--- src/rtl/fic_pkg.sv ---
// ----------------------------------------------------------------------------
// fic_pkg
// Shared types and constants of the fraction interval classifier: field
// widths, register indexes, item codes, chain token types and divider states.
// ----------------------------------------------------------------------------
package fic_pkg;

    // fixed field widths
    localparam int FUNC_W        = 1;
    localparam int CLASS_IDX_W   = 4;
    localparam int GROUP_IDX_W   = 3;
    localparam int BOUND_W       = 17;
    localparam int MASS_W        = 32;
    localparam int CLASS_ID_W    = 5;
    localparam int NUM_CLASSES_W = 5;
    localparam int NUM_GROUPS_W  = 4;

    // configuration port
    localparam int CFG_IDX_W  = 2;
    localparam int CFG_DATA_W = 5;

    localparam logic [CFG_IDX_W-1:0] CFG_NUM_CLASSES = 2'd0;
    localparam logic [CFG_IDX_W-1:0] CFG_NUM_GROUPS  = 2'd1;

    localparam logic [NUM_CLASSES_W-1:0] NUM_CLASSES_RST = 5'd16;
    localparam logic [NUM_GROUPS_W-1:0]  NUM_GROUPS_RST  = 4'd8;

    // item codes
    localparam logic [FUNC_W-1:0] FUNC_WRITE  = 1'b0;
    localparam logic [FUNC_W-1:0] FUNC_SAMPLE = 1'b1;

    // control part of a token moving along the cell chain
    typedef struct packed {
        logic valid;    // slot holds a transaction
        logic is_wr;    // bounds write, else mass sample
        logic live;     // write in range / sample of a group in use
        logic last;     // final sample of the cell
        logic found;    // some earlier class already matched every group
    } fic_tok_t;

    // payload part of a token
    typedef struct packed {
        logic [CLASS_IDX_W-1:0] class_index;
        logic [BOUND_W-1:0]     bound_low;
        logic [BOUND_W-1:0]     bound_high;
        logic [CLASS_ID_W-1:0]  class_id;
    } fic_pay_t;

    // divider sequencer states
    typedef enum logic [1:0] {
        DIV_IDLE,
        DIV_RUN,
        DIV_DONE
    } fic_div_state_t;

endpackage

--- src/rtl/fic_cell.sv ---
// ----------------------------------------------------------------------------
// fic_cell
// One class of the chain: holds this class's low and high bounds for every
// group and its match bit, applies passing bounds writes and samples, and
// forwards every token to the next class one stage later.
// ----------------------------------------------------------------------------
module fic_cell #(
    parameter int CELL_ID    = 0,
    parameter int MAX_GROUPS = 8,
    parameter int FRAC_BITS  = 16,
    parameter int NCW        = 5,
    parameter int GW         = 3
) (
    input  logic                clk,
    input  logic                rst_n,
    input  logic                en,
    input  logic [NCW-1:0]      nc_eff,
    input  fic_pkg::fic_tok_t   tok_in,
    input  fic_pkg::fic_pay_t   pay_in,
    input  logic [FRAC_BITS:0]  frac_in,
    input  logic [GW-1:0]       grp_in,
    output fic_pkg::fic_tok_t   tok_out,
    output fic_pkg::fic_pay_t   pay_out,
    output logic [FRAC_BITS:0]  frac_out,
    output logic [GW-1:0]       grp_out
);

    localparam int BW = fic_pkg::BOUND_W;
    localparam int CW = (FRAC_BITS + 1 > BW) ? FRAC_BITS + 1 : BW;

    logic [BW-1:0] low_mem  [0:MAX_GROUPS-1];
    logic [BW-1:0] high_mem [0:MAX_GROUPS-1];

    logic match_reg, match_next;

    fic_pkg::fic_tok_t  tok_reg, tok_next;
    fic_pkg::fic_pay_t  pay_reg, pay_next;
    logic [FRAC_BITS:0] frac_reg;
    logic [GW-1:0]      grp_reg;

    logic          active;
    logic          is_sample;
    logic          wr_hit;
    logic [CW-1:0] frac_w;
    logic [CW-1:0] low_w;
    logic [CW-1:0] high_w;
    logic          above;
    logic          in_range;
    logic          match_new;

    assign active    = (CELL_ID < int'(nc_eff));
    assign is_sample = tok_in.valid && !tok_in.is_wr;
    assign wr_hit    = tok_in.valid && tok_in.is_wr && tok_in.live
                       && (int'(pay_in.class_index) == CELL_ID);

    // interval test: open below unless the low bound is zero
    assign frac_w   = CW'(frac_in);
    assign low_w    = CW'(low_mem[grp_in]);
    assign high_w   = CW'(high_mem[grp_in]);
    assign above    = (low_w != '0) ? (frac_w > low_w) : 1'b1;
    assign in_range = above && (frac_w <= high_w);

    // match bit update and first-match search
    always_comb
    begin
        match_new = match_reg;
        if (is_sample && tok_in.live && active)
            match_new = match_reg & in_range;

        match_next = match_reg;
        if (is_sample)
            match_next = tok_in.last ? 1'b1 : match_new;

        tok_next = tok_in;
        pay_next = pay_in;
        if (is_sample && tok_in.last && !tok_in.found && active && match_new)
        begin
            tok_next.found   = 1'b1;
            pay_next.class_id = fic_pkg::CLASS_ID_W'(CELL_ID);
        end
    end

    // bounds storage
    always_ff @(posedge clk)
    begin
        if (en && wr_hit)
        begin
            low_mem[grp_in]  <= pay_in.bound_low;
            high_mem[grp_in] <= pay_in.bound_high;
        end
    end

    // control state
    always_ff @(posedge clk or negedge rst_n)
    begin
        if (!rst_n)
        begin
            match_reg <= 1'b1;
            tok_reg   <= '0;
        end
        else if (en)
        begin
            match_reg <= match_next;
            tok_reg   <= tok_next;
        end
    end

    // forwarded payload
    always_ff @(posedge clk)
    begin
        if (en)
        begin
            pay_reg  <= pay_next;
            frac_reg <= frac_in;
            grp_reg  <= grp_in;
        end
    end

    assign tok_out  = tok_reg;
    assign pay_out  = pay_reg;
    assign frac_out = frac_reg;
    assign grp_out  = grp_reg;

endmodule

--- config.mk ---
export PLATFORM = sky130hd
export DESIGN_NAME = fic_cell
export DESIGN_NICKNAME = d
export VERILOG_FILES = /design/src/rtl/fic_pkg.sv /design/src/rtl/fic_cell.sv
export SDC_FILE = /design/constraint.sdc
export NUM_CORES = 1
export LEC_CHECK = 0
export BUFFER_PORTS_ARGS = -buffer_cell sky130_fd_sc_hd__buf_4
export CORE_ASPECT_RATIO = 0.7
export CORE_MARGIN = 2
export CORE_UTILIZATION = 35
export DETAILED_ROUTE_END_ITERATION = 16
export PLACE_DENSITY = 0.58
export SETUP_SLACK_MARGIN = 0.2
export SYNTH_ARGS = -nofsm -noshare
export SYNTH_HDL_FRONTEND = slang
export SYNTH_SLANG_ARGS = --single-unit
--- constraint.sdc ---
create_clock -name clk -period 8.3 [get_ports clk]
set_input_delay 1.66 -clock clk [delete_from_list [all_inputs] [get_ports clk]]
set_output_delay 1.66 -clock clk [all_outputs]
set_load 0.05 [all_outputs]
# After elaboration in Yosys (flattened, before gate mapping)
# Memory sizes are Yosys's and may differ from the RTL's.
# Index checks and enable logic that the tools add are counted.
[totals]
ramBits = 272
in_bits = 76
memories = 2
output_inout_bits = 68
regBits = 69
[classes]
reduce_logical = 17
bitwise_logic = 1
muxes = 6
order_cmp = 3
[mem_list]
columns = ["name", "depth", "word_bits", "rd", "rd_ports_with_merged_regs", "write_ports", "line", "text"]
rows = [
  ["high_mem", 8, 17, 1, 0, 1, "fic_cell.sv:32", "logic [BW-1:0] high_mem [0:MAX_GROUPS-1];"],
  ["low_mem", 8, 17, 1, 0, 1, "fic_cell.sv:31", "logic [BW-1:0] low_mem [0:MAX_GROUPS-1];"],
]
[op_table]
columns = ["op", "n"]
rows = [
  ["$gt 17x17->1", 1],
  ["$le 17x17->1", 1],
  ["$reduce_bool 17->1", 1],
  ["$logic_and 1x1->1", 12],
  ["$mux 1", 6],
  ["$lt 1x5->1 const A", 1],
  ["$logic_not 4->1", 1],
  ["$logic_not 1->1", 2],
  ["$reduce_and 2->1", 1],
  ["$and 1x1->1", 1],
]

# Longest topological paths before layout
# An unclocked memory read counts as a cell.
[depth]
word_depth = 8
mapped_depth = 20
mapped_depth_nobuf = 14

# Worst setup path after synthesis
# No wires, ideal clock.
[synth_timing]
path_type = "input to register"
from = "in grp_in[2]"
to = "reg pay_reg, in the netlist pay_out[0] (data pin)"
setup_ns = 0.254
setup_slack_ns = 2.740
t_required_ns = 8.046
stages = 18
arrival_ns = 5.305
path_cell_list = "buf_2 -> buf_2 -> buf_2 -> buf_2 -> clkbuf_1 -> buf_2 -> buf_2 -> mux4_2 -> mux2i_1 -> ha_1 -> and3_1 -> o21ai_0 -> nand3_1 -> a2111oi_0 -> nor2_1 -> nor4_2 -> o21a_2 -> nor2b_1"
[synth_via]
elab_chain_len = 7
word_cells_on_any_way = 10
classes_between = "order compare: 2; mux: 2; bitwise: 1; reduce/logical: 3; memory: 2"
[synth_rtl]
columns = ["item", "line", "text"]
rows = [
  ["start: declaration", "fic_cell.sv:21", "input logic [GW-1:0] grp_in,"],
  ["$mem_v2 8x17", "-", ""],
  ["$gt 17x17->1 or $reduce_bool 17->1 (tied branches)", "fic_cell.sv:60", "assign above = (low_w != '0) ? (frac_w > low_w) : 1'b1;"],
  ["$mux 1", "fic_cell.sv:60", ""],
  ["$logic_and 1x1->1 *", "fic_cell.sv:61", "assign in_range = above && (frac_w <= high_w);"],
  ["$and 1x1->1 *", "fic_cell.sv:68", "match_new = match_reg & in_range;"],
  ["$mux 1 *", "fic_cell.sv:67", "if (is_sample && tok_in.live && active)"],
  ["$logic_and 1x1->1 *", "fic_cell.sv:76", "if (is_sample && tok_in.last && !tok_in.found && active && match_new)"],
  ["end signal: assignment", "fic_cell.sv:113", "pay_reg <= pay_next;"],
  ["end: declaration", "fic_cell.sv:37", "fic_pkg::fic_pay_t pay_reg, pay_next;"],
]
# Every way passes the cells marked *; elsewhere a longest branch is shown, timed or not.
# A chain may end at the register's enable or synchronous reset.

# Worst setup path in the final report
[layout_timing]
from = "in grp_in[1]"
to = "reg pay_reg, in the netlist pay_out[2] (data pin)"
# Same word-level chain as after synthesis.

==> results by group <==
Clock tree
  • Clock root cell: clkbuf_16
  • H-Tree Depth: 2
  • Setup bufs post-CTS: 0
  • Clk sinks: 341
  • Worst-Skew Late Latency: 0.53 ns
  • Post-CTS sizing: 0
  • CTS tree: built
  • CTS Buf Count: 35
  • Clock transition at path regs: 0.06 ns
  • CTS hold repair buffers: 0
  • Clock buffer depth: 3

Finish
  • Layout cells sized above 1: 0.286
  • Fin area: 0.0165 sq mm
  • Non-filler cells, final: 1473
  • Fillers: 3441
  • Synthesis-to-layout area growth: 20.5%
  • Nets: 1030

Detailed routing
  • Wire length per cell: 22.8 um
  • First drt pass iteration count: 5
  • Post-route ant nets: 0
  • Drt via density: 5.23
  • DRT Wirelength: 33500 um
  • Initial DRC Count: 688
  • Drt drc: 0
  • Total number of vias: 7706

Synthesis
  • Sequential area share after synthesis: 0.747
  • Post-Syn Area: 0.0137 sq mm
  • Asr flop ratio synth: 0.0176
  • Top cell type's share of synthesized area: 0.736
  • Syn_area_per_cell: 17.9 sq um
  • Synth warn: 0
  • Leading area contributor after synthesis: edfxtp_1
  • Largest cells by area after synthesis: edfxtp_1, mux4_2, ha_1, mux2i_1, mux2_2
  • Syn Inst Count: 763
  • Post-synth EDFFs: 335
  • Syn_nets: 873
  • Most used flip-flop cell after synthesis: edfxtp_1
  • Post-synth cell types: 51
  • Yosys reg bits: 341

Timing
  • Worst slew margin: 0.285
  • Fin. max-slew vios: 0
  • Final Critical Period: 5.19 ns
  • Final-report hold violation count: 0
  • Final setup fails: 0
  • Setup TNS: 0 ns
  • RSZ-0062 raised after global routing: no
  • Hold slack: 0.512 ns
  • Peak Freq: 193 MHz
  • Max Clock Skew: 0.0154 ns
  • Crit share post-route: 0.625
  • Worst-margin pin slew: 1.07 ns

Setup path
  • CP Data Required Time: 8.57 ns
  • R2R Setup Slk: 4.83 ns
  • Crit Path Class: in -> reg
  • Crit path depth: 13
  • Crit path launch: grp_in[1]
  • Worst-path cell chain: buf_4, buf_4, mux4_2, mux2i_1, ha_1, and3_1, o21ai_0, nand3_1, a2111oi_0, nor2_1, nor4_2, o21a_2, nor2b_1
  • Reg-to-reg endpoint: pay_out[2]
  • CP Launch Type: input pin
  • CP delay by family, top: buffers and inverters
  • Crit Reg-Reg Startpoint: high_mem[4][6]
  • Max FO, Critical Path: 42
  • Critical Path Most Common Cell: buf_4
  • CP endpoint: pay_out[2]
  • Slowest stage delay, CP: 0.57 ns
  • R2R depth: 14
  • Slowest CP cell: mux4_2
  • Arr. time, crit path: 5.46 ns
  • WP buf/inv: 2
  • Crit path capture type: register

Place
  • Port Buffer Count: 143
  • DPL Wire Length: 21300 um
  • Final Wtd Congestion: 0.832
  • Placement Cell Area: 0.0154 sq mm
  • Placed cell count: 1410

Floorplan
  • # rows: 60
  • Io pins: 144
  • Initial Util: 0.356
  • Die area: 0.0407 sq mm
  • Die width: 240 um
  • Die Y: 169 um
  • Placeable Area: 0.0384 sq mm

Global route
  • GR Overflow Total: 0
  • Pin count of the biggest net entering global routing: 56
  • Initial antenna violation count: 0
  • First-pass GRT wire length: 49100 um
  • Vias in the first global route: 7605
  • Total track usage: 0.165

Min path
  • Hold Path Depth: 1
  • Worst hold path type: reg -> reg

Pwr
  • Leakage: 0.00568 uW
  • Max IR drop VDD: 0.160 mV
  • PwrDens: 230 mW/mm^2

Outcome
  • Status: complete, no violations

Run
  • Maximum capacitance violations: 0
cell usage in the layout (no fill, tap or decap), types with 4 or more instances in the layout:
cell / instances
nand2_1: 16
ha_1: 34
nor2_4: 7
mux2i_1: 34
a22oi_1: 14
dfrtp_1: 5
a21oi_1: 32
nand3_1: 14
a22o_1: 8
o21ai_0: 18
a211oi_1: 6
buf_4: 158
nor2b_1: 9
edfxtp_1: 335
clkbuf_16: 36
clkinv_1: 11
a221oi_1: 6
clkinv_2: 5
inv_1: 10
and3_1: 4
nor3_1: 25
nand4_1: 7
nand2b_1: 6
nor3b_1: 8
clkbuf_1: 5
nor4_1: 5
mux2_2: 16
mux4_2: 36
nor2_1: 27
how the worst min path moves through the flow:
stage / startpoint / endpoint / slack (ns)
6_report: tok_out[2] / tok_out[2] / 0.51
5_1_grt: tok_out[3] / tok_out[3] / 0.53
4_1_cts: match_reg / match_reg / 0.52
3_5_place_dp: tok_out[0] / tok_out[0] / 0.50
3_3_place_gp: tok_out[0] / tok_out[0] / 0.49
2_1_floorplan: match_reg / match_reg / 0.47
power breakdown:
part	internal [uW]	leakage [uW]	total, uW	switching (uW)
Sequential	1920	0.00313	1930	8.71
Combinational	120	0.00202	357	237
Clock	858	0.000531	1510	651
Total	2900	0.00568	3800	897
cell families after synthesis:
family	count (synthesis)	share of synthesized area
flip-flops	341	0.747
AND/OR/NAND/NOR	139	0.0529
AO/OA/AOI/OAI	115	0.0562
multiplexers	86	0.0974
buffers and inverters	48	0.0156
adder cells (fa/ha/maj)	34	0.0311
layer usage:
metal,track usage,share of wire
met5,0,0
met4,0.0346,0.012
met3,0.0385,0.077
met2,0.238,0.43
met1,0.253,0.49
Yosys cell counts (all sizes together) (2+ instances only):
master  count
buf        22
o21ai      18
nor4        6
a221oi      6
and3        4
a211oi      6
nor2b       9
or4         2
nand2      16
mux4       36
a311oi      3
or3         2
nand2b      6
a21oi      32
ha         34
o22a        2
o32ai       3
dfrtp       5
inv        10
o211ai      2
clkbuf     16
nor3       25
edfxtp    335
a21boi      2
a21o        3
mux2       16
o22ai       3
nor2       34
o221ai      3
o21a        2
nand3      14
a22oi      14
a22o        8
and2        2
nor3b       8
a31oi       3
o311ai      2
mux2i      34
nand4       7
stage by stage:
stage                     setup WS [ns]  power [uW]  utilization
after floorplan                    2.74        2180            -
after global placement             2.65        2320        0.401
after detailed placement           2.56        2330        0.401
after CTS                          3.11        3840        0.429
after global routing               2.66        3940        0.429
final                              3.11        3800        0.429
worst register-to-register path, stage by stage (launching register included):
cell and delay (ns):
edfxtp_1 0.35, mux2i_1 0.15, nor2_1 0.06, a311oi_1 0.26, a21oi_1 0.07, a21oi_1 0.38, ha_1 0.34, a21o_1 0.16
nand3_1 0.09, a21oi_1 0.06, a2111oi_0 0.42, nor2_1 0.19, nor4_2 0.35, o21a_2 0.26, nor2b_1 0.07
area by class of cell:
class	instances	area [sq um]	share of cell area
multi-input combinational	374	3300	0.200
tap	527	659	0.0400
timing repair buffer	158	1190	0.0720
antenna	1	2.50	0.000152
inverter	10	37.5	0.00228
sequential	341	10200	0.620
clock inverter	21	160	0.00972
clock buffer	41	920	0.0558
Note: power is estimated with default switching activity, not from simulation.
