===== src/rtl/fic_pkg.sv =====
// ----------------------------------------------------------------------------
// fic_pkg
// Shared types and constants of the fraction interval classifier: field
// widths, register indexes, item codes, chain token types and divider states.
// ----------------------------------------------------------------------------
package fic_pkg;

    // fixed field widths
    localparam int FUNC_W        = 1;
    localparam int CLASS_IDX_W   = 4;
    localparam int GROUP_IDX_W   = 3;
    localparam int BOUND_W       = 17;
    localparam int MASS_W        = 32;
    localparam int CLASS_ID_W    = 5;
    localparam int NUM_CLASSES_W = 5;
    localparam int NUM_GROUPS_W  = 4;

    // configuration port
    localparam int CFG_IDX_W  = 2;
    localparam int CFG_DATA_W = 5;

    localparam logic [CFG_IDX_W-1:0] CFG_NUM_CLASSES = 2'd0;
    localparam logic [CFG_IDX_W-1:0] CFG_NUM_GROUPS  = 2'd1;

    localparam logic [NUM_CLASSES_W-1:0] NUM_CLASSES_RST = 5'd16;
    localparam logic [NUM_GROUPS_W-1:0]  NUM_GROUPS_RST  = 4'd8;

    // item codes
    localparam logic [FUNC_W-1:0] FUNC_WRITE  = 1'b0;
    localparam logic [FUNC_W-1:0] FUNC_SAMPLE = 1'b1;

    // control part of a token moving along the cell chain
    typedef struct packed {
        logic valid;    // slot holds a transaction
        logic is_wr;    // bounds write, else mass sample
        logic live;     // write in range / sample of a group in use
        logic last;     // final sample of the cell
        logic found;    // some earlier class already matched every group
    } fic_tok_t;

    // payload part of a token
    typedef struct packed {
        logic [CLASS_IDX_W-1:0] class_index;
        logic [BOUND_W-1:0]     bound_low;
        logic [BOUND_W-1:0]     bound_high;
        logic [CLASS_ID_W-1:0]  class_id;
    } fic_pay_t;

    // divider sequencer states
    typedef enum logic [1:0] {
        DIV_IDLE,
        DIV_RUN,
        DIV_DONE
    } fic_div_state_t;

endpackage


===== src/rtl/fic_div.sv =====
// ----------------------------------------------------------------------------
// fic_div
// Radix-2 restoring divider forming floor(part * 2^FRAC_BITS / total),
// zero for a zero total, saturated at 2^(FRAC_BITS+1)-1. One quotient bit
// per cycle; the result is held until taken.
// ----------------------------------------------------------------------------
module fic_div #(
    parameter int FRAC_BITS = 16
) (
    input  logic                           clk,
    input  logic                           rst_n,
    input  logic                           start,
    input  logic                           take,
    input  logic [fic_pkg::MASS_W-1:0]     total,
    input  logic [fic_pkg::MASS_W-1:0]     part,
    output logic                           idle,
    output logic                           done,
    output logic [FRAC_BITS:0]             quot
);

    localparam int MW   = fic_pkg::MASS_W;
    localparam int CNTW = $clog2(FRAC_BITS + 1);

    fic_pkg::fic_div_state_t state_reg, state_next;

    logic [CNTW-1:0]    cnt_reg, cnt_next;
    logic [MW-1:0]      div_reg, div_next;
    logic [MW:0]        rem_reg, rem_next;
    logic [FRAC_BITS:0] quot_reg, quot_next;

    logic        total_zero;
    logic        part_ge;
    logic        part_sat;
    logic [MW:0] rem_shift;
    logic        step_ge;

    // start checks: zero divisor, saturation, leading quotient bit
    assign total_zero = (total == '0);
    assign part_ge    = (part >= total);
    assign part_sat   = ({1'b0, part} >= {total, 1'b0});

    // one restoring step; the remainder stays below the divisor
    assign rem_shift = {rem_reg[MW-1:0], 1'b0};
    assign step_ge   = (rem_shift >= {1'b0, div_reg});

    // next state
    always_comb
    begin
        state_next = state_reg;
        case (state_reg)
            fic_pkg::DIV_IDLE:
            begin
                if (start)
                begin
                    if (total_zero || part_sat)
                        state_next = fic_pkg::DIV_DONE;
                    else
                        state_next = fic_pkg::DIV_RUN;
                end
            end
            fic_pkg::DIV_RUN:
            begin
                if (cnt_reg == CNTW'(1))
                    state_next = fic_pkg::DIV_DONE;
            end
            fic_pkg::DIV_DONE:
            begin
                if (take)
                    state_next = fic_pkg::DIV_IDLE;
            end
            default: state_next = fic_pkg::DIV_IDLE;
        endcase
    end

    // status outputs
    always_comb
    begin
        idle = 1'b0;
        done = 1'b0;
        case (state_reg)
            fic_pkg::DIV_IDLE: idle = 1'b1;
            fic_pkg::DIV_DONE: done = 1'b1;
            default:
            begin
                idle = 1'b0;
                done = 1'b0;
            end
        endcase
    end

    // datapath
    always_comb
    begin
        cnt_next  = cnt_reg;
        div_next  = div_reg;
        rem_next  = rem_reg;
        quot_next = quot_reg;
        if ((state_reg == fic_pkg::DIV_IDLE) && start)
        begin
            div_next = total;
            cnt_next = CNTW'(FRAC_BITS);
            if (total_zero)
                quot_next = '0;
            else if (part_sat)
                quot_next = '1;
            else
                quot_next = (FRAC_BITS + 1)'(part_ge);
            rem_next = part_ge ? {1'b0, part - total} : {1'b0, part};
        end
        else if (state_reg == fic_pkg::DIV_RUN)
        begin
            cnt_next  = cnt_reg - CNTW'(1);
            quot_next = {quot_reg[FRAC_BITS-1:0], step_ge};
            rem_next  = step_ge ? (rem_shift - {1'b0, div_reg}) : rem_shift;
        end
    end

    always_ff @(posedge clk or negedge rst_n)
    begin
        if (!rst_n)
        begin
            state_reg <= fic_pkg::DIV_IDLE;
            cnt_reg   <= '0;
        end
        else
        begin
            state_reg <= state_next;
            cnt_reg   <= cnt_next;
        end
    end

    always_ff @(posedge clk)
    begin
        div_reg  <= div_next;
        rem_reg  <= rem_next;
        quot_reg <= quot_next;
    end

    assign quot = quot_reg;

endmodule


===== config.mk =====
export PLATFORM = sky130hd
export DESIGN_NAME = fic_div
export DESIGN_NICKNAME = d
export VERILOG_FILES = /design/src/rtl/fic_pkg.sv /design/src/rtl/fic_div.sv
export SDC_FILE = /design/constraint.sdc
export NUM_CORES = 1
export LEC_CHECK = 0
export BUFFER_PORTS_ARGS = -buffer_cell sky130_fd_sc_hd__clkbuf_2
export CORE_UTILIZATION = 25
export DETAILED_ROUTE_END_ITERATION = 6
export GPL_TIMING_DRIVEN = 0
export PLACE_DENSITY = 0.44
export SYNTH_ARGS = -nofsm -noshare
export SYNTH_HDL_FRONTEND = slang
export SYNTH_SLANG_ARGS = --single-unit

===== constraint.sdc =====
create_clock -name clk -period 3 [get_ports clk]
set_clock_uncertainty 0.1 [all_clocks]
set_input_delay 0.3 -clock clk [delete_from_list [all_inputs] [get_ports clk]]
set_output_delay 0.3 -clock clk [all_outputs]
set_load 0.005 [all_outputs]

# Word-level counts from Yosys, hierarchy flattened
# Index checks and enable logic that the tools add are counted.
# Widths: inputs -> output; s select.
[word_totals] reg_bits=88 latch_bits=0 ramBits=0 rom_bits=0 inputBits=68 output_inout_bits=19 word_cells=40 memories=0
[classes] addsub=3 mul=0 div=0 magnitude_cmp=3 eq_ne=6 shifts=0 muxes=17 bitwise=0 n_reduce_logical=6
[op_table] operator="$mux 32" n=4
[op_table] operator="$mux 17" n=4
[op_table] operator="$sub 32x32->32" n=2
[op_table] operator="$ge 32x33->1" n=1
[op_table] operator="$ge 33x32->1" n=1
[op_table] operator="$ge 32x32->1" n=1
[op_table] operator="$logic_not 32->1" n=1
[op_table] operator="$mux 5" n=2
[op_table] operator="$mux 2" n=4
[op_table] operator="$ne 2x2->1 const B" n=3
[op_table] operator="$pmux 2 s3" n=1
[op_table] operator="$eq 5x1->1 const B" n=1
[op_table] operator="$sub 5x1->5 const B" n=1
[op_table] operator="$reduce_and 3->1" n=1
[op_table] operator="$eq 2x1->1 const B" n=1
[op_table] operator="$eq 2x2->1 const B" n=1
[op_table] operator="$logic_not 2->1" n=1
[op_table] operator="$mux 1" n=2
[op_table] operator="$reduce_bool 2->1" n=1
[op_table] operator="$logic_and 1x1->1" n=1
[op_table] operator="$logic_or 1x1->1" n=1

# Depth between registers and ports, before layout
# Gate-level depths: netlist of run 1.
[depth] ltp_word=5 ltp_mapped=15 depth_no_buf=14

# Worst setup path after synthesis of run 1
# OpenSTA, ideal clock, no wires.
[synth_timing] path_type="reg-to-reg" from="register rem_reg[10]" to="register rem_reg[17], data pin" arrival_time_ns=2.697 path_slack_ns=-0.096 path_stages_with_launch=13 period_less_slack_ns=3.096 path_cell_list="edfxtp_1 ha_1 nand2_2 or3_1 or4_1 o31ai_1 nor2_1 a21oi_2 buf_6 buf_8 nor2_1 a211oi_1 a21oi_1"
[synth_via] elab_chain_len=4
[synth_rtl] element="start, declared" line_no="fic_div.sv:28" source="logic [MW:0] rem_reg, rem_next;"
[synth_rtl] element="start signal, assigned" line_no="fic_div.sv:135" source="rem_reg <= rem_next;"
[synth_rtl] element="$sub 32x32->32 or $ge 33x32->1 (tied branches)" line_no="fic_div.sv:114, fic_div.sv:44"
[synth_rtl] element="$mux 32 (*)" line_no="fic_div.sv:114" source="rem_next = step_ge ? (rem_shift - {1'b0, div_reg}) : rem_shift;"
[synth_rtl] element="$mux 32 (*)" line_no="fic_div.sv:110" source="else if (state_reg == fic_pkg::DIV_RUN)"
[synth_rtl] element="$mux 32 (*)" line_no="fic_div.sv:98" source="if ((state_reg == fic_pkg::DIV_IDLE) && start)"
[synth_rtl] element="net rem_next[17]" line_no="fic_div.sv:28"
# The timed path passes the listed nets; every way through them passes the cells marked *. The select of a mux whose other input is x is not followed.
# A chain may end at the register's enable or synchronous reset.

# Final worst setup path of run 1
[layout_timing] from="register rem_reg[10]" to="register rem_reg[15], data pin"
# Same word-level chain as after synthesis.

==> results of run 1 <==
[report_power, final]
part	switching, mW	internal (mW)	leakage (nW)
logic	4.20	3.44	3.41
registers	0.303	2.24	0.867
clock network	0.469	0.548	0.123
total	4.97	6.22	4.40
[what timing repair did]
| item | 4_1_cts | 5_1_grt |
|---|---|---|
| setup buffers | 19 | 7 |
| hold endpoints to repair | 7 | 0 |
| hold buffers | 1 | 0 |
| pin swaps | 29 | 22 |
| cloned | 2 | 1 |
| gates resized for setup | 89 | 71 |
| endpoints found under the setup margin | 72 | 43 |
[layer usage]
metal,wire (um),global-route usage
met5,0,0
met4,433,0.04336
met1,13150,0.2251
met3,547,0.01564
met2,12000,0.2571
[area by class of cell]
cell class	count	area (um2)	share of cell area
Clock buffer	10	229.0	0.02230
Sequential cell	88	2608	0.2540
Inverter	85	319.1	0.03107
Multi-Input combinational cell	718	5659	0.5512
Buffer	23	215.2	0.02096
Timing Repair Buffer	115	709.4	0.06910
Tap cell	402	503.0	0.04899
Clock inverter	5	25.02	0.002437
[cell families after synthesis]
logic type               count (synthesis)  share of synthesized area
buffers and inverters                  116                    0.05875
flip-flops                              88                     0.3222
AND/OR/NAND/NOR                        243                     0.1422
XOR/XNOR                                57                    0.06169
multiplexers                            31                    0.03865
AO/OA/AOI/OAI                          288                     0.2216
adder cells (fa/ha/maj)                 99                     0.1549
[stage by stage]
step                      instance area [um2]  hold slack [ns]
final                                   10270          0.06991
after floorplan                          8170         -0.09559
after detailed placement                 9126          0.05418
after global placement                   9104          0.05538
after global routing                    10270          0.06183
after CTS                                9938          0.04641
[worst max-delay path by stage]
stage	startpoint	end	slack, ns	cells after the start
5_1_grt	rem_reg[10]	rem_reg[15]	-0.31	12
3_5_place_dp	total[3]	rem_reg[6]	-1.11	14
6_report	rem_reg[10]	rem_reg[15]	-0.19	12
3_3_place_gp	state_reg[0]	rem_reg[5]	-1.36	5
2_1_floorplan	part[0]	quot[0]	0.02	15
4_1_cts	rem_reg[10]	rem_reg[17]	-0.20	12
[cells in the final DEF (no fill, tap or decap), types with 6 or more instances in the layout]
master,n
clkbuf_2,87
a21oi_1,87
inv_1,83
ha_1,82
edfxtp_1,81
nand2_1,72
nor2_1,58
o21ai_0,49
xnor2_1,39
a21o_1,31
buf_4,24
mux2i_1,23
nand3_1,18
a211oi_2,18
xor2_1,18
nand4_1,15
clkbuf_1,11
o21ai_1,11
nor2b_1,10
nand2b_1,10
ha_4,10
clkbuf_16,10
nor3_1,9
and3_1,8
o21bai_1,8
a21oi_2,8
buf_12,8
nor4_1,8
dfrtp_1,7
o21a_1,6
o211ai_1,6
a31oi_1,6
==> impl_metrics.ini, run 1 <==
[setup_path]
rr_worst_depth = 12
path_buf_inv = 2
critPathMaxFanout = 7
required_ns = 2.99
cp_slowest_cell = or4_4
rr_endpoint = rem_reg[15]
path_cells = ha_4 > nand2_4 > or3_4 > or4_4 > o31ai_4 > nor2_1 > a21oi_2 > buf_6 > buf_6 > mux2i_4 > a22o_1 > a21oi_2
cp.arrival_ns = 3.18
path_class = reg2reg
cpLargestDelayFamily = simple AND/OR/NAND/NOR gates
end_kind = flop
slowest_delay_ns = 0.44
r2r_slack_ns = -0.19
timing.rr.start = rem_reg[10]
worstSetupStartpointType = flop

[timing]
hold_viol_final = 0
finalCritPeriodShare = 1.064
slew_viol_final = 0
worstMarginPinSlew_ns = 0.8872
finalCriticalPeriod_ns = 3.191
max_freq_mhz = 313.4
rsz0062_at_grt = yes
setup_slack_ns = -0.1912
slew_headroom = 0.4085
finalSetupViolCount = 31
setup-tns-final_ns = -3.113

[cells_and_area]
fin_util = 0.3237
fillers = 3331
drive_above_1_share = 0.2337
syn_to_final_growth_pct = 26.87
num_antenna_cells = 0
fin_cells = 1446
fin_nets = 1207

[power_and_ir_drop]
ir_drop_v = 0.0003309
total_power_mw = 11.19
power.leakage_nw = 4.405
powerDensity_nw_per_um2 = 1090

[min_path]
whs_path_depth = 1
hold_path_end = div_reg[2]
hp-class = in2reg
hp-start = total[2]

[clocking]
clk_latency_ns = 0.35
numCtsBuffers = 9
root_buffer = clkbuf_16
path_clk_slew_ns = 0.07
clockBufferDepth = 2
clock_sinks = 88
cts_max_level = 3
cts_tree = done

[logic_synthesis]
ys_ff_latch = 88
avgSynthCellArea_um2 = 8.777
yosysMostFrequentCell = ha_1
synth_top_area_cell = edfxtp_1
ys_types = 61
synth_common_cells = ha_1, a21oi_1, inv_1, edfxtp_1, nand2_1
synth_area_leaders = edfxtp_1, ha_1, a21oi_1, xnor2_1, inv_1
syn_nets = 1089
synth_area_um2 = 8093
yosysTopAreaCellShare = 0.3006
synth-edff-count = 81
synth-main-ff-cell = edfxtp_1
yosysWarningCount = 0
synthArstFlopShare = 0.07955
postSynthCellCount = 922
ys_seq_area_frac = 0.3222

[job]
cap_violations = 0

[placement]
pre_cts_slack_ns = -1.112
place_congestion = 0.8502
dp_hpwl_um = 20550
placedCellCount = 1411
port_buffers = 86

[route]
viasPerCell = 4.980
firstDrtPassIters = 5
drc = 0
drt-total-wl_um = 26130
vias = 7201
drt_iter0_markers = 397
final_antenna_net_count = 0
avgRoutedWirePerCell_um = 18.07

[floorplanning]
initial_utilization = 0.2551
boundaryPins = 87
dieWidth_um = 181.9
core.rowCount = 65
chipHeight_um = 181.9
core_area_um2 = 31720
dieArea_um2 = 33090

[run_status]
violations = setup timing
status = finished, violations left

[grt]
grt_pass1_wl_um = 40430
antenna_found_initial = 0
gr-total-overflow = 0
grt.total_usage = 0.1591
grt_max_degree = 38
grt_pass1_vias = 7072
No activity file was read; power rests on OpenSTA's default activity.
==> run 2, diff against run 1 <==
- BUFFER_PORTS_ARGS: -buffer_cell sky130_fd_sc_hd__clkbuf_2 -> unset
- DONT_BUFFER_PORTS: unset -> 1
- PLACE_DENSITY: 0.44 -> unset
==> impl_metrics.ini, run 2 (synthesis gave the netlist of run 1 again) <==
[setup_path]
cp.arrival_ns = 3.18
timing.rr.start = rem_reg[6]
required_ns = 2.98
r2r_slack_ns = -0.20
critPathMaxFanout = 9
rr_endpoint = rem_reg[15]
path_class = reg2reg
rr_worst_depth = 12
end_kind = flop
worstSetupStartpointType = flop

[floorplanning]
dieWidth_um = 181.9
dieArea_um2 = 33090
chipHeight_um = 181.9
boundaryPins = 87
core.rowCount = 65
core_area_um2 = 31720
initial_utilization = 0.2551

[power_and_ir_drop]
ir_drop_v = 0.0003878
total_power_mw = 11.07
power.leakage_nw = 4.214
powerDensity_nw_per_um2 = 1100

[grt]
grt_pass1_vias = 7251
grt_max_degree = 38
gr-total-overflow = 0
antenna_found_initial = 0
grt.total_usage = 0.1509
grt_pass1_wl_um = 39070

[timing]
max_freq_mhz = 312.4
slew_viol_final = 0
finalSetupViolCount = 31
setup_slack_ns = -0.2008
worstMarginPinSlew_ns = 0.7649
fin_hold_ws_ns = 0.08555
rsz0062_at_grt = yes
finalCriticalPeriod_ns = 3.201
hold_viol_final = 0
finalCritPeriodShare = 1.067
slew_headroom = 0.4853

[run_status]
violations = setup timing
status = finished, violations left

[cells_and_area]
num_antenna_cells = 0
fin_nets = 1166
multi_input_area_um2 = 5434
drive_above_1_share = 0.1384
syn_to_final_growth_pct = 24.40
mostFrequentLayoutCell = a21oi_1
fillers = 3232
fin_cells = 1406
layout_common_cells = a21oi_1, inv_1, ha_1
seqCellArea_um2 = 2608

[route]
final_antenna_net_count = 0
top_layer = met4
drt-met1-wl_um = 10060
drt_iter0_markers = 590
drt-total-wl_um = 25270
wl_met3_um = 1228
vias = 7284
avgRoutedWirePerCell_um = 17.97
firstDrtPassIters = 7
met2_length_um = 12450
viasPerCell = 5.181
drc = 0

[placement]
place_congestion = 0.9299
pre_cts_slack_ns = -0.7554
port_buffers = 0
dp_hpwl_um = 19070
placedCellCount = 1325

[clocking]
numCtsBuffers = 9
root_buffer = clkbuf_16
cts_max_level = 3
clock_sinks = 88
clockBufferDepth = 2
cts_tree = done
path_clk_slew_ns = 0.07
clk_latency_ns = 0.35

[min_path]
hold_path_end = state_reg[1]
hp-class = in2reg
whs_path_depth = 3
hp-start = take

[job]
cap_violations = 0
-- run 2: changes by cell type in the layout (fill, tap and decap cells not counted), moves of 5 or more --
cell,delta
clkbuf_2,-83
o21ai_0,+5
dlygate4sd3_1,+33
buf_4,+8
a211oi_1,+8
-- run 2: area by class of cell --
type,instances,share of cell area
multi-input cells,718,0.5398
flip-flops and latches,88,0.2590
repair buffers,73,0.07109
well taps,402,0.04996
inverters,85,0.03207
clock buffers,9,0.02237
plain buffers,24,0.01889
clock inverters,7,0.006836
-- run 2: worst max-delay path by stage --
stage / start / endpoint / slack (ns)
after CTS: rem_reg[9] / rem_reg[17] / -0.19
after global routing: rem_reg[0] / rem_reg[15] / -0.31
after global placement: state_reg[0] / rem_reg[3] / -1.01
after detailed placement: total[3] / rem_reg[22] / -0.76
final: rem_reg[6] / rem_reg[15] / -0.20
after floorplan: part[0] / quot[0] / 0.02
-- run 2: timing repair --
item                                   CTS  global route
setup buffers                           23            13
gates resized for setup                 56            42
cloned                                   0             1
hold buffers                            34             0
pin swaps                               22            10
endpoints found under the hold margin   40             0
setup endpoints to repair               43            75
-- run 2: metal layers --
metal	GRT usage	up-vias
li1	-	3534
met2	0.2617	229
met1	0.1690	3445
met5	0	-
met3	0.02888	76
met4	0.09849	0
-- run 2: where the power goes --
part	switching [mW]	internal, mW
sequential	0.347	2.24
clock	0.485	0.645
combinational	3.93	3.42
-- run 2: through the flow --
stage	cell area [um2]	TNS [ns]	util
final	10070	-4.031	0.3174
after global routing	10070	-7.116	0.3174
after CTS	9709	-4.047	0.3061
after detailed placement	8696	-26.04	0.2742
after global placement	8673	-75.96	0.2735
after floorplan	8170	0	-
-- run 2: worst max-delay path, stage by stage, from the launching register on --
cell	delay [ns]
edfxtp_1	0.42
ha_4	0.32
nand2_4	0.05
or3_4	0.38
or4_4	0.44
o31ai_4	0.23
nor2_2	0.07
a21oi_2	0.15
buf_6	0.20
buf_6	0.14
mux2i_2	0.23
a22o_1	0.16
a21oi_1	0.04
